--- config.mk ---
export PLATFORM = sky130hd
export DESIGN_NAME = srso_ctrl
export DESIGN_NICKNAME = d
export VERILOG_FILES = /design/src/hw/rtl/scalar_rls_steer_offset_core_defines.svh /design/src/hw/rtl/srso_pkg.sv /design/src/hw/rtl/srso_ctrl.sv
export SDC_FILE = /design/constraint.sdc
export NUM_CORES = 1
export LEC_CHECK = 0
export ABC_AREA = 1
export BUFFER_PORTS_ARGS = -buffer_cell sky130_fd_sc_hd__buf_2
export CAP_MARGIN = 40
export CORE_ASPECT_RATIO = 1.2
export CORE_MARGIN = 4
export CORE_UTILIZATION = 30
export CTS_CLUSTER_DIAMETER = 100
export DETAILED_ROUTE_END_ITERATION = 7
export PLACE_DENSITY = 0.65
export SLEW_MARGIN = 20
export SYNTH_ARGS = -nofsm -noshare
export SYNTH_HDL_FRONTEND = slang
export SYNTH_SLANG_ARGS = --single-unit
--- constraint.sdc ---
create_clock -name clock -period 1.75 [get_ports clock]
set_clock_uncertainty 0.1 [all_clocks]
set_input_delay 0.0875 -clock clock [delete_from_list [all_inputs] [get_ports clock]]
set_output_delay 0.0875 -clock clock [all_outputs]
set_load 0.01 [all_outputs]
--- src/hw/rtl/scalar_rls_steer_offset_core_defines.svh ---
// Assertion macros for the steering offset estimator core.
`ifndef SCALAR_RLS_STEER_OFFSET_CORE_DEFINES_SVH
`define SCALAR_RLS_STEER_OFFSET_CORE_DEFINES_SVH

`ifndef ASSERT_OFF

// Checked at every clock edge outside reset.
`define SRSO_ASSERT(lbl, prop, msg) \
   lbl: assert property (@(posedge clock) disable iff (reset) prop) else $error(msg);

// Checked at every clock edge, reset included.
`define SRSO_ASSERT_RST(lbl, prop, msg) \
   lbl: assert property (@(posedge clock) prop) else $error(msg);

`else

`define SRSO_ASSERT(lbl, prop, msg)
`define SRSO_ASSERT_RST(lbl, prop, msg)

`endif

`endif

--- src/hw/rtl/srso_pkg.sv ---
// Shared types, widths and codes for the steering offset estimator.
`timescale 1ns / 1ps

package srso_pkg;

   // Q16.16 data, Q1.16 forgetting factor
   localparam int DATA_W = 32;
   localparam int FRAC_W = 16;

   // configuration register widths
   localparam int WB_W   = 31;
   localparam int FF_W   = 17;
   localparam int MS_W   = 31;
   localparam int MX_W   = 31;
   localparam int COV_W  = 32;

   localparam int CSR_IDX_W  = 3;
   localparam int CSR_DATA_W = 32;

   localparam logic [CSR_IDX_W-1:0] CSR_WHEEL_BASE    = 3'd0;
   localparam logic [CSR_IDX_W-1:0] CSR_FORGET_FACTOR = 3'd1;
   localparam logic [CSR_IDX_W-1:0] CSR_MIN_SPEED     = 3'd2;
   localparam logic [CSR_IDX_W-1:0] CSR_MAX_STEER     = 3'd3;
   localparam logic [CSR_IDX_W-1:0] CSR_INITIAL_COV   = 3'd4;

   localparam logic [WB_W-1:0]  WB_RST   = 31'd18678;
   localparam logic [FF_W-1:0]  FF_RST   = 17'd65470;
   localparam logic [MS_W-1:0]  MS_RST   = 31'd18678;
   localparam logic [MX_W-1:0]  MX_RST   = 31'd3277;
   localparam logic [COV_W-1:0] ICOV_RST = 32'd65536000;

   localparam logic [FF_W-1:0]  FF_ONE   = 17'd65536;

   // internal datapath widths
   localparam int P_W    = 31;   // |phi|, saturated to signed max
   localparam int Q_W    = 46;   // phi^2
   localparam int G_W    = 62;   // phi^2 * P
   localparam int DEN_W  = 63;   // lambda + g
   localparam int K_W    = 63;   // gain magnitude
   localparam int E_W    = 49;   // innovation magnitude
   localparam int D_W    = 63;   // offset step magnitude
   localparam int MOP_W  = 33;   // multiplier operand
   localparam int PROD_W = 66;   // multiplier product
   localparam int ACC_W  = 112;  // partial product accumulator
   localparam int DIV_W  = 64;   // divider operand width

   localparam logic [P_W-1:0]    P_MAX   = 31'h7FFF_FFFF;
   localparam logic [DATA_W-1:0] S32_MAX = 32'h7FFF_FFFF;
   localparam logic [DATA_W-1:0] S32_MIN = 32'h8000_0000;
   localparam logic [DATA_W-1:0] U32_MAX = 32'hFFFF_FFFF;
   localparam logic [D_W-1:0]    MID_CAP = 63'h4000_0000_0000_0000;

   // multiplier operand selects
   localparam logic [3:0] MUL_IDLE  = 4'd0;
   localparam logic [3:0] MUL_PP    = 4'd1;
   localparam logic [3:0] MUL_QL_P  = 4'd2;
   localparam logic [3:0] MUL_QH_P  = 4'd3;
   localparam logic [3:0] MUL_P_COV = 4'd4;
   localparam logic [3:0] MUL_P_A   = 4'd5;
   localparam logic [3:0] MUL_K0_E0 = 4'd6;
   localparam logic [3:0] MUL_K0_E1 = 4'd7;
   localparam logic [3:0] MUL_K1_E0 = 4'd8;
   localparam logic [3:0] MUL_K1_E1 = 4'd9;

   // accumulator operations and shifts (in 32-bit words)
   localparam logic [1:0] ACC_HOLD = 2'd0;
   localparam logic [1:0] ACC_CLR  = 2'd1;
   localparam logic [1:0] ACC_ADD  = 2'd2;

   localparam logic [1:0] SH_W0 = 2'd0;
   localparam logic [1:0] SH_W1 = 2'd1;
   localparam logic [1:0] SH_W2 = 2'd2;

   // divider operand selects
   localparam logic [1:0] DIV_SPEED = 2'd0;
   localparam logic [1:0] DIV_GAIN  = 2'd1;
   localparam logic [1:0] DIV_COV   = 2'd2;

   typedef struct packed {
      logic                     samples_present;
      logic signed [DATA_W-1:0] velocity;
      logic signed [DATA_W-1:0] yaw_rate;
      logic signed [DATA_W-1:0] steer_angle;
   } srso_req_type;

   typedef struct packed {
      logic                     updated;
      logic signed [DATA_W-1:0] offset_estimate;
      logic [DATA_W-1:0]        covariance_out;
   } srso_rsp_type;

   typedef struct packed {
      logic       load_in;
      logic       ld_ok;
      logic       ld_p;
      logic       ld_q;
      logic       ld_den;
      logic       ld_k;
      logic       ld_newp;
      logic       ld_e;
      logic       commit;
      logic [3:0] mul_sel;
      logic [1:0] acc_op;
      logic [1:0] acc_sh;
      logic       div_start;
      logic [1:0] div_sel;
   } srso_cmd_type;

   typedef struct packed {
      logic ok;
      logic div_done;
      logic div_busy;
   } srso_stat_type;

endpackage

--- src/hw/rtl/srso_ctrl.sv ---
// Controller: sequences one request through the datapath and owns the response valid.
`timescale 1ns / 1ps

module srso_ctrl import srso_pkg::*; (
   input  logic          clock,
   input  logic          reset,
   input  logic          req_valid,
   output logic          req_stall,
   output logic          rsp_valid,
   input  logic          rsp_stall,
   input  srso_stat_type stat,
   output srso_cmd_type  cmd
);

   localparam logic [4:0] ST_IDLE      = 5'd0;
   localparam logic [4:0] ST_CHECK     = 5'd1;
   localparam logic [4:0] ST_WAIT_P    = 5'd2;
   localparam logic [4:0] ST_MUL_Q     = 5'd3;
   localparam logic [4:0] ST_LD_Q      = 5'd4;
   localparam logic [4:0] ST_MUL_G0    = 5'd5;
   localparam logic [4:0] ST_MUL_G1    = 5'd6;
   localparam logic [4:0] ST_ACC_G     = 5'd7;
   localparam logic [4:0] ST_LD_DEN    = 5'd8;
   localparam logic [4:0] ST_START_K   = 5'd9;
   localparam logic [4:0] ST_WAIT_K    = 5'd10;
   localparam logic [4:0] ST_START_COV = 5'd11;
   localparam logic [4:0] ST_WAIT_COV  = 5'd12;
   localparam logic [4:0] ST_MUL_T     = 5'd13;
   localparam logic [4:0] ST_LD_E      = 5'd14;
   localparam logic [4:0] ST_MUL_D0    = 5'd15;
   localparam logic [4:0] ST_MUL_D1    = 5'd16;
   localparam logic [4:0] ST_MUL_D2    = 5'd17;
   localparam logic [4:0] ST_MUL_D3    = 5'd18;
   localparam logic [4:0] ST_ACC_D     = 5'd19;
   localparam logic [4:0] ST_DONE      = 5'd20;

   logic [4:0] state_ff, state_in;
   logic       rsp_valid_ff, rsp_valid_in;

   always_comb begin
      cmd      = '0;
      state_in = state_ff;
      unique case (state_ff)
         ST_IDLE: begin
            if (req_valid) begin
               cmd.load_in = 1'b1;
               state_in    = ST_CHECK;
            end
         end
         ST_CHECK: begin
            cmd.ld_ok = 1'b1;
            if (stat.ok) begin
               cmd.div_start = 1'b1;
               cmd.div_sel   = DIV_SPEED;
               state_in      = ST_WAIT_P;
            end else begin
               state_in = ST_DONE;
            end
         end
         ST_WAIT_P: begin
            if (stat.div_done) begin
               cmd.ld_p = 1'b1;
               state_in = ST_MUL_Q;
            end
         end
         ST_MUL_Q: begin
            cmd.mul_sel = MUL_PP;
            state_in    = ST_LD_Q;
         end
         ST_LD_Q: begin
            cmd.ld_q = 1'b1;
            state_in = ST_MUL_G0;
         end
         ST_MUL_G0: begin
            cmd.mul_sel = MUL_QL_P;
            state_in    = ST_MUL_G1;
         end
         ST_MUL_G1: begin
            cmd.acc_op  = ACC_CLR;
            cmd.acc_sh  = SH_W0;
            cmd.mul_sel = MUL_QH_P;
            state_in    = ST_ACC_G;
         end
         ST_ACC_G: begin
            cmd.acc_op = ACC_ADD;
            cmd.acc_sh = SH_W1;
            state_in   = ST_LD_DEN;
         end
         ST_LD_DEN: begin
            cmd.ld_den  = 1'b1;
            cmd.mul_sel = MUL_P_COV;
            state_in    = ST_START_K;
         end
         ST_START_K: begin
            cmd.div_start = 1'b1;
            cmd.div_sel   = DIV_GAIN;
            state_in      = ST_WAIT_K;
         end
         ST_WAIT_K: begin
            if (stat.div_done) begin
               cmd.ld_k = 1'b1;
               state_in = ST_START_COV;
            end
         end
         ST_START_COV: begin
            cmd.div_start = 1'b1;
            cmd.div_sel   = DIV_COV;
            state_in      = ST_WAIT_COV;
         end
         ST_WAIT_COV: begin
            if (stat.div_done) begin
               cmd.ld_newp = 1'b1;
               state_in    = ST_MUL_T;
            end
         end
         ST_MUL_T: begin
            cmd.mul_sel = MUL_P_A;
            state_in    = ST_LD_E;
         end
         ST_LD_E: begin
            cmd.ld_e = 1'b1;
            state_in = ST_MUL_D0;
         end
         ST_MUL_D0: begin
            cmd.mul_sel = MUL_K0_E0;
            state_in    = ST_MUL_D1;
         end
         ST_MUL_D1: begin
            cmd.acc_op  = ACC_CLR;
            cmd.acc_sh  = SH_W0;
            cmd.mul_sel = MUL_K0_E1;
            state_in    = ST_MUL_D2;
         end
         ST_MUL_D2: begin
            cmd.acc_op  = ACC_ADD;
            cmd.acc_sh  = SH_W1;
            cmd.mul_sel = MUL_K1_E0;
            state_in    = ST_MUL_D3;
         end
         ST_MUL_D3: begin
            cmd.acc_op  = ACC_ADD;
            cmd.acc_sh  = SH_W1;
            cmd.mul_sel = MUL_K1_E1;
            state_in    = ST_ACC_D;
         end
         ST_ACC_D: begin
            cmd.acc_op = ACC_ADD;
            cmd.acc_sh = SH_W2;
            state_in   = ST_DONE;
         end
         ST_DONE: begin
            if (!rsp_valid_ff || !rsp_stall) begin
               cmd.commit = 1'b1;
               state_in   = ST_IDLE;
            end
         end
         default: begin
            state_in = ST_IDLE;
         end
      endcase
   end

   always_comb begin
      rsp_valid_in = rsp_valid_ff;
      if (rsp_valid_ff && !rsp_stall) rsp_valid_in = 1'b0;
      if (cmd.commit)                 rsp_valid_in = 1'b1;
   end

   always_ff @(posedge clock) begin
      if (reset) begin
         state_ff     <= ST_IDLE;
         rsp_valid_ff <= 1'b0;
      end else begin
         state_ff     <= state_in;
         rsp_valid_ff <= rsp_valid_in;
      end
   end

   assign req_stall = (state_ff != ST_IDLE);
   assign rsp_valid = rsp_valid_ff;

endmodule

== Yosys cells after proc, flatten, opt, wreduce, memory -nomap -nowiden ==
Index checks and enable logic that the tools add are counted.
Word-level totals
  register bits after elaboration: 6
  bits of input ports: 7
  output and inout bits: 22
  word-level logic and storage cells: 62
Operators by class
  equal/unequal tests: 25
  mux-type cells: 25
  reduce and logical (&&, ||, !) cells: 10
Operators with widths (count)
  5-bit one-hot mux with 21 select lines: 1
  5-bit by 4-bit == test with 1-bit output (second input constant): 8
  4-bit one-hot mux with 9 select lines: 1
  5-bit 2-to-1 mux: 6
  5-bit == test (second input constant): 5
  5-bit by 3-bit == test with 1-bit output (second input constant): 4
  1-bit 2-to-1 mux: 14
  4-bit one-hot mux with 3 select lines: 1
  5-bit by 2-bit == test with 1-bit output (second input constant): 2
  2-bit inequality test (second input constant): 5
  3-bit one-hot mux with 3 select lines: 1
  5-bit by 1-bit == test with 1-bit output (second input constant): 1
  5-bit zero test: 1
  5-bit AND reduction: 1
  5-bit nonzero test: 1
  3-bit 2-to-1 mux: 1
  3-bit OR reduction: 1
  1-bit zero test: 2
  2-bit nonzero test: 1
  2-bit OR reduction: 1
  1-bit logical AND: 1
  1-bit logical OR: 1

== Depth between registers and ports, before layout ==
Gate-level depths: netlist (run 1).
  depth in word-level cells: 5
  mapped depth: 9
  mapped depth without buffers: 9

== Least setup slack after synthesis (run 1) ==
OpenSTA, ideal clock, no wires.
  path type: flip-flop to output port
  from: register state_ff[1]
  to: output cmd[6] in the netlist's numbering
  data arrival time: 1.219 ns
  required time: 1.562 ns
  path slack: 0.344 ns
  stages on the path, launching flop included: 8
  path buffers: 0
  cells stage by stage: dfxtp_1 > inv_2 > nor2_4 > inv_2 > a21oi_2 > inv_2 > nand2_1 > or2_1
RTL lines
  start, declared: RTL line srso_ctrl.sv:37  | logic [4:0] state_ff, state_in;
  start signal, assigned: RTL line srso_ctrl.sv:174  | state_ff <= state_in;
  end, declared: RTL line srso_ctrl.sv:12  | output srso_cmd_type cmd

==> summary.txt, run 1 <==
Layout
  – Finished Core Util: 0.418
  – Layout cell share with drive strength beyond 1: 0.438
  – Diode count: 0
  – Area Overhead vs Synth: 31.0%
  – Layout Nets: 153
  – Fin cells: 174

GRT
  – Largest net degree at the start of global routing: 10
  – Global Route Usage Sum: 0.127
  – Initial antenna violation count: 0
  – First-pass GRT wire length: 2990 µm
  – Grt total ovfl: 0
  – Vias in the first global route: 739

Clock network
  – Number of buffers created by CTS: 3
  – CTS max path bufs: 2
  – CTS H-Tree Depth: 1
  – Worst-skew pair later-pin latency: 0.25 ns
  – Clock Tree Root: clkbuf_4
  – CTS tree: yes
  – Clock sink count: 6
  – Setup Buffers After CTS: 0
  – Clock slew seen by the registers of the worst setup and hold paths: 0.04 ns

Timing
  – Hold violation count in the final report: 0
  – Slew @ Worst Pin: 0.243 ns
  – Relative slew slack: 0.837
  – Post-Route Setup TNS: 0 ns
  – Minimum clock period: 1.58 ns
  – Final Hold Slack: 0.0566 ns
  – Final Max Tran Viols: 0
  – Final period utilization: 0.905
  – RSZ-0062 raised after global routing: no
  – Fmax: 0.631 GHz
  – # setup viols final: 0

Floorplan
  – Die ar.: 3030 µm²
  – Die outline width: 50.9 µm
  – Die height: 59.5 µm
  – Core box area: 2070 µm²
  – FP Rows: 18
  – # IOs: 29
  – Starting Density: 0.319

Routing
  – DR WL met2: 919 µm
  – First drt pass iteration count: 4
  – Vias per cell: 4.57
  – Routed Antenna Nets: 0
  – DRT iter0 DRCs: 15
  – Met1 WL: 747 µm
  – Routed WL per cell: 10.2 µm
  – Drc violations: 0
  – Routed length on met3: 97 µm
  – DR top layer: met4
  – Routed WL: 1780 µm
  – Via count: 795

Place
  – Placer Congestion: 0.881
  – I/O Buffers: 27
  – Dpl cells: 170
  – DP HPWL: 1470 µm

Synth
  – Syn Inst Count: 115
  – Seq/Total Area, Yosys: 0.181
  – Syn_nets: 122
  – Ys Warns: 0
  – Synth cell types: 23
  – #FFs+latches synth: 6
  – Synthesized area per cell: 5.76 µm²
  – Synthesized cell area: 662 µm²

Outcome
  – Status: complete, no violations

Critical path
  – CP arrival: 1.40 ns
  – Data required, critical path: 1.56 ns
  – Reg2reg start: state_ff[2]
  – CP max FO: 8
  – Crit. Startpoint: state_ff[2]
  – Setup crit end kind: primary output
  – CP startpoint kind: flop
  – WS Path Type: flop to primary output

Power and ir drop
  – Peak VDD IR: 0.679 mV
  – PD cells: 1210 nW/µm²
  – Leakage: 0.000527 µW

Hold path
  – Hold Path Origin: rsp_stall
  – Class of the worst hold path: input pin to flop

Flow run
  – Max-cap violation count: 0
-- repair_timing --
action | 4_1_cts | 5_1_grt
hold buffers | 1 | 0
setup endpoints to repair | 2 | 5
endpoints found under the hold margin | 4 | 0
resized for setup | 1 | 8
-- final timing paths --
kind	cells after the start	to	slack, ns
worst max-delay path	7	cmd[6]	0.17
worst max register to register	7	state_ff[2]	0.36
worst min register to register	2	rsp_valid	0.41
worst min-delay path	3	rsp_valid	0.06
-- placed cells by master, fill, tap and decap left out --
master,instances
dfxtp_1,1
nor3_1,1
inv_1,13
nand3_2,2
nor2_1,18
dfxtp_2,5
o31ai_1,1
nand2_4,1
nor2_2,6
a21oi_1,2
nor3_2,1
nand4_1,3
o22ai_1,2
a21oi_2,2
nand2_1,25
nand2_2,4
clkinv_1,1
buf_2,27
nor2_4,4
inv_2,8
nand3b_1,1
nand3_1,7
clkbuf_4,3
dlygate4sd3_1,1
a31oi_1,2
o21ai_0,2
or2_1,1
-- cell families after synthesis --
group | Yosys count | synth area share
AND/OR/NAND/NOR | 74 | 0.556
buffers and inverters | 24 | 0.157
AO/OA/AOI/OAI | 11 | 0.106
flip-flops | 6 | 0.181
-- where the power goes --
group          internal, µW  switching (µW)
Clock                  77.8            52.3
Sequential              177            82.6
Combinational           235             426
-- layer usage --
layer | global-route usage | vias to the layer above
met5 | 0 | -
met4 | 0.0269 | 0
met3 | 0.0428 | 2
met2 | 0.229 | 19
met1 | 0.145 | 350
li1 | - | 424
-- critical path, cell delays in order (launching register included) --
cell,delay [ns]
dfxtp_2,0.37
nor2_4,0.25
nand2_4,0.10
a21oi_2,0.14
inv_2,0.04
nand2_1,0.06
or2_1,0.09
buf_2,0.12
-- layout make-up --
type	instances	area, µm²
multi-input combinational	85	453
sequential	6	126
clock buffer	3	22.5
fill	241	1200
timing repair buffer	28	145
inverter	22	82.6
tap	30	37.5
-- flip-flops by register name, indices dropped and copies added, names as in the netlist --
signal     flops
state_ff       5
rsp_valid      1
-- synth_stat cells (all sizes together) --
| cell | instances | area (µm²) |
|---|---|---|
| nand2 | 30 | 125 |
| buf | 1 | 7.51 |
| or2 | 1 | 6.26 |
| nor3 | 2 | 10.0 |
| clkinv | 1 | 3.75 |
| clkbuf | 1 | 13.8 |
| o22ai | 2 | 12.5 |
| o31ai | 1 | 7.51 |
| o21ai | 2 | 10.0 |
| a21oi | 4 | 27.5 |
| dfxtp | 6 | 120 |
| nand3 | 9 | 55.1 |
| inv | 21 | 78.8 |
| nand3b | 1 | 7.51 |
| nor2 | 28 | 145 |
| a31oi | 2 | 12.5 |
| nand4 | 3 | 18.8 |
-- metrics by stage --
stage	total power, µW	worst slack, ns	area [µm²]
6_report	1050	0.166	867
5_1_grt	1170	0.00668	867
4_1_cts	1040	0.0596	847
3_5_place_dp	905	0.261	813
3_3_place_gp	904	0.271	813
2_1_floorplan	724	0.344	662
Power figures use the tool's default switching activity.
==> run 2, diff against run 1 <==
Clock period 1.75 ns to 1.93 ns, I/O delays scaled along.
==> run 2 against run 1 <==
- total power fell by 11%
- cell count did not move
- die area did not move
- non-clock buffer count did not move
- sequential power fell by 13%
- largest power group unchanged
- sequential share of layout area fell by 0.25 points
- count of clock-buffer cells in the layout did not move
==> summary.txt, run 2 (synthesis results as in run 1) <==
Place
  – DP HPWL: 1510 µm (+2.8%)
  – Placer Congestion: 0.881 (about the same)
  – Placed Area: 813 µm² (unchanged)
  – Dpl cells: 170 (unchanged)
  – I/O Buffers: 27 (unchanged)

Routing
  – Drc violations: 0 (unchanged)
  – DRT iter0 DRCs: 8 (-7)
  – First drt pass iteration count: 4 (unchanged)
  – Vias per cell: 4.58 (+0.25%)
  – Via count: 797 (+0.25%)
  – Routed Antenna Nets: 0 (unchanged)
  – Routed WL per cell: 10.1 µm (-1.6%)
  – Routed WL: 1750 µm (-1.6%)

Layout
  – Number of fill cells: 246 (+2.1%)
  – Layout Nets: 153 (unchanged)
  – Register Area: 121 µm² (-4.0%)
  – Max reg flops: 5 (unchanged)
  – Most flops, register: state_ff
  – Area Overhead vs Synth: 28.0%
  – Design Area, Final: 847 µm² (-2.3%)
  – Fin cells: 174 (unchanged)
  – Most frequent cells in the layout: 27 x buf_2, 25 x nand2_1, 20 x nor2_1, 13 x inv_1, 8 x inv_2
  – Layout cell share with drive strength beyond 1: 0.389 (-0.0486)
  – Area of the multi-input gates: 438 µm² (-3.3%)
  – Diode count: 0 (unchanged)
  – Commonest non-fill, non-tap cell in the layout: buf_2

Critical path
  – RR Endpoint: state_ff[2]
  – Critical path cell sequence: inv_2 > nor2_4 > inv_2 > a21oi_2 > inv_2 > nand2_1 > or2_1 > buf_2
  – CP max FO: 5 (-3)
  – Worst path slowest cell: dfxtp_1
  – CP startpoint kind: flop
  – Data required, critical path: 1.73 ns (+0.17 ns)
  – Worst Setup EP: cmd[6]
  – Reg2reg start: state_ff[4]
  – Crit path largest cell delay: 0.47 ns (+0.10 ns)
  – Most used cell, CP: inv_2
  – Crit. Startpoint: state_ff[1]
  – WS Path Type: flop to primary output
  – Setup crit end kind: primary output
  – Worst reg2reg path depth: 6 (-1)
  – CP arrival: 1.48 ns (+0.08 ns)
  – R2R Setup Slk: 0.48 ns (+0.12 ns)

Power and ir drop
  – Peak VDD IR: 0.424 mV (-38%)
  – Leakage: 0.000520 µW (-1.4%)
  – Sw Pwr: 496 µW (-12%)
  – Clk pwr share: 0.118 (-0.006)
  – Part of the power in registers: 0.242 (-0.005)
  – Int Power: 434 µW (-11%)
  – Comb power frac: 0.641 (+0.012)
  – PD cells: 1100 nW/µm² (-9.3%)
  – Switch share: 0.533 (-0.000821)

Outcome
  – Status: complete, no violations

Floorplan
  – Starting Density: 0.319 (unchanged)
  – FP Rows: 18 (unchanged)
  – # IOs: 29 (unchanged)
  – Core box area: 2070 µm² (unchanged)
  – Die height: 59.5 µm (unchanged)
  – Die outline width: 50.9 µm (unchanged)
  – Die ar.: 3030 µm² (unchanged)

Clock network
  – Number of buffers created by CTS: 3 (unchanged)
  – Clock Tree Root: clkbuf_4
  – Clock slew seen by the registers of the worst setup and hold paths: 0.04 ns (about the same)
  – CTS tree: yes
  – Clock sink count: 6 (unchanged)
  – CTS H-Tree Depth: 1 (unchanged)
  – Worst-skew pair later-pin latency: 0.23 ns (-0.02 ns)
  – CTS max path bufs: 2 (unchanged)

Timing
  – Post-Route Setup TNS: 0 ns (unchanged)
  – # setup viols final: 0 (unchanged)
  – Hold violation count in the final report: 0 (unchanged)
  – Relative slew slack: 0.757 (-0.0800)
  – RSZ-0062 raised after global routing: no
  – Fmax: 0.598 GHz
  – Slew @ Worst Pin: 0.363 ns (+0.120 ns)
  – Final period utilization: 0.867
  – Final Max Tran Viols: 0 (unchanged)
  – Minimum clock period: 1.67 ns

GRT
  – Initial antenna violation count: 0 (unchanged)
  – First-pass GRT wire length: 3150 µm (+5.1%)
  – Largest net degree at the start of global routing: 10 (unchanged)
  – Grt total ovfl: 0 (unchanged)
  – Vias in the first global route: 763 (+3.2%)
  – Global Route Usage Sum: 0.134 (+0.00636)

Hold path
  – Class of the worst hold path: input pin to flop

Flow run
  – Max-cap violation count: 0 (unchanged)
run 2: cell types whose count changed in the layout (fill, tap and decap cells not counted), moves of 2 or more:
| cell | before | now |
|---|---|---|
| dfxtp_1 | 1 | 5 |
| dfxtp_2 | 5 | 1 |
| nor2_1 | 18 | 20 |
| nor2_2 | 6 | 4 |
run 2: area by class of cell:
cell class,instances,share of cell area
timing repair buffer,28,0.171
sequential,6,0.143
tap,30,0.0443
multi-input combinational,85,0.517
inverter,22,0.0975
clock buffer,3,0.0266
run 2: what timing repair did:
action	in CTS	in global routing
resized for setup	0	1
hold buffers	1	0
setup endpoints to repair	0	1
hold endpoints to repair	2	0
setup buffers	0	0
run 2: power by group through the flow:
stage | Combinational, µW | Clock (µW) | Sequential [µW]
after floorplan | 453 | 0 | 204
after global placement | 593 | 0 | 226
after detailed placement | 598 | 0 | 226
after CTS | 601 | 116 | 224
after global routing | 681 | 125 | 233
final | 596 | 109 | 225
run 2: how the worst min path moves through the flow:
stage / from / to / slack [ns] / depth (start not counted)
finish: rsp_stall / rsp_valid / 0.06 / 3
CTS: rsp_stall / rsp_valid / 0.06 / 3
global route: rsp_stall / rsp_valid / 0.08 / 3
global placement: reset / state_ff[2] / 0.24 / 2
detailed placement: reset / state_ff[2] / 0.24 / 2
floorplan: reset / state_ff[2] / 0.06 / 1
run 2: worst max-delay path: cells and delay by family (launching register included):
family                 cells  cell delay, ns
AOI/OAI and AO/OA          1            0.17
DFF                        1            0.47
buffers and inverters      4            0.31
and+or+nand+nor            3            0.30
run 2: layer usage:
metal / global-route usage / wire [µm]
met1: 0.158 / 749
met2: 0.239 / 912
met3: 0.0277 / 74
met4: 0.0462 / 14
met5: 0 / 0
run 2: per-stage QoR:
step | power (µW) | setup WS, ns | hold slack (ns) | util
after floorplan | 657 | 0.515 | 0.0589 | -
after global placement | 819 | 0.442 | 0.237 | 0.393
after detailed placement | 824 | 0.442 | 0.238 | 0.393
after CTS | 941 | 0.183 | 0.0555 | 0.408
after global routing | 1040 | 0.0980 | 0.0754 | 0.409
final | 930 | 0.257 | 0.0644 | 0.409
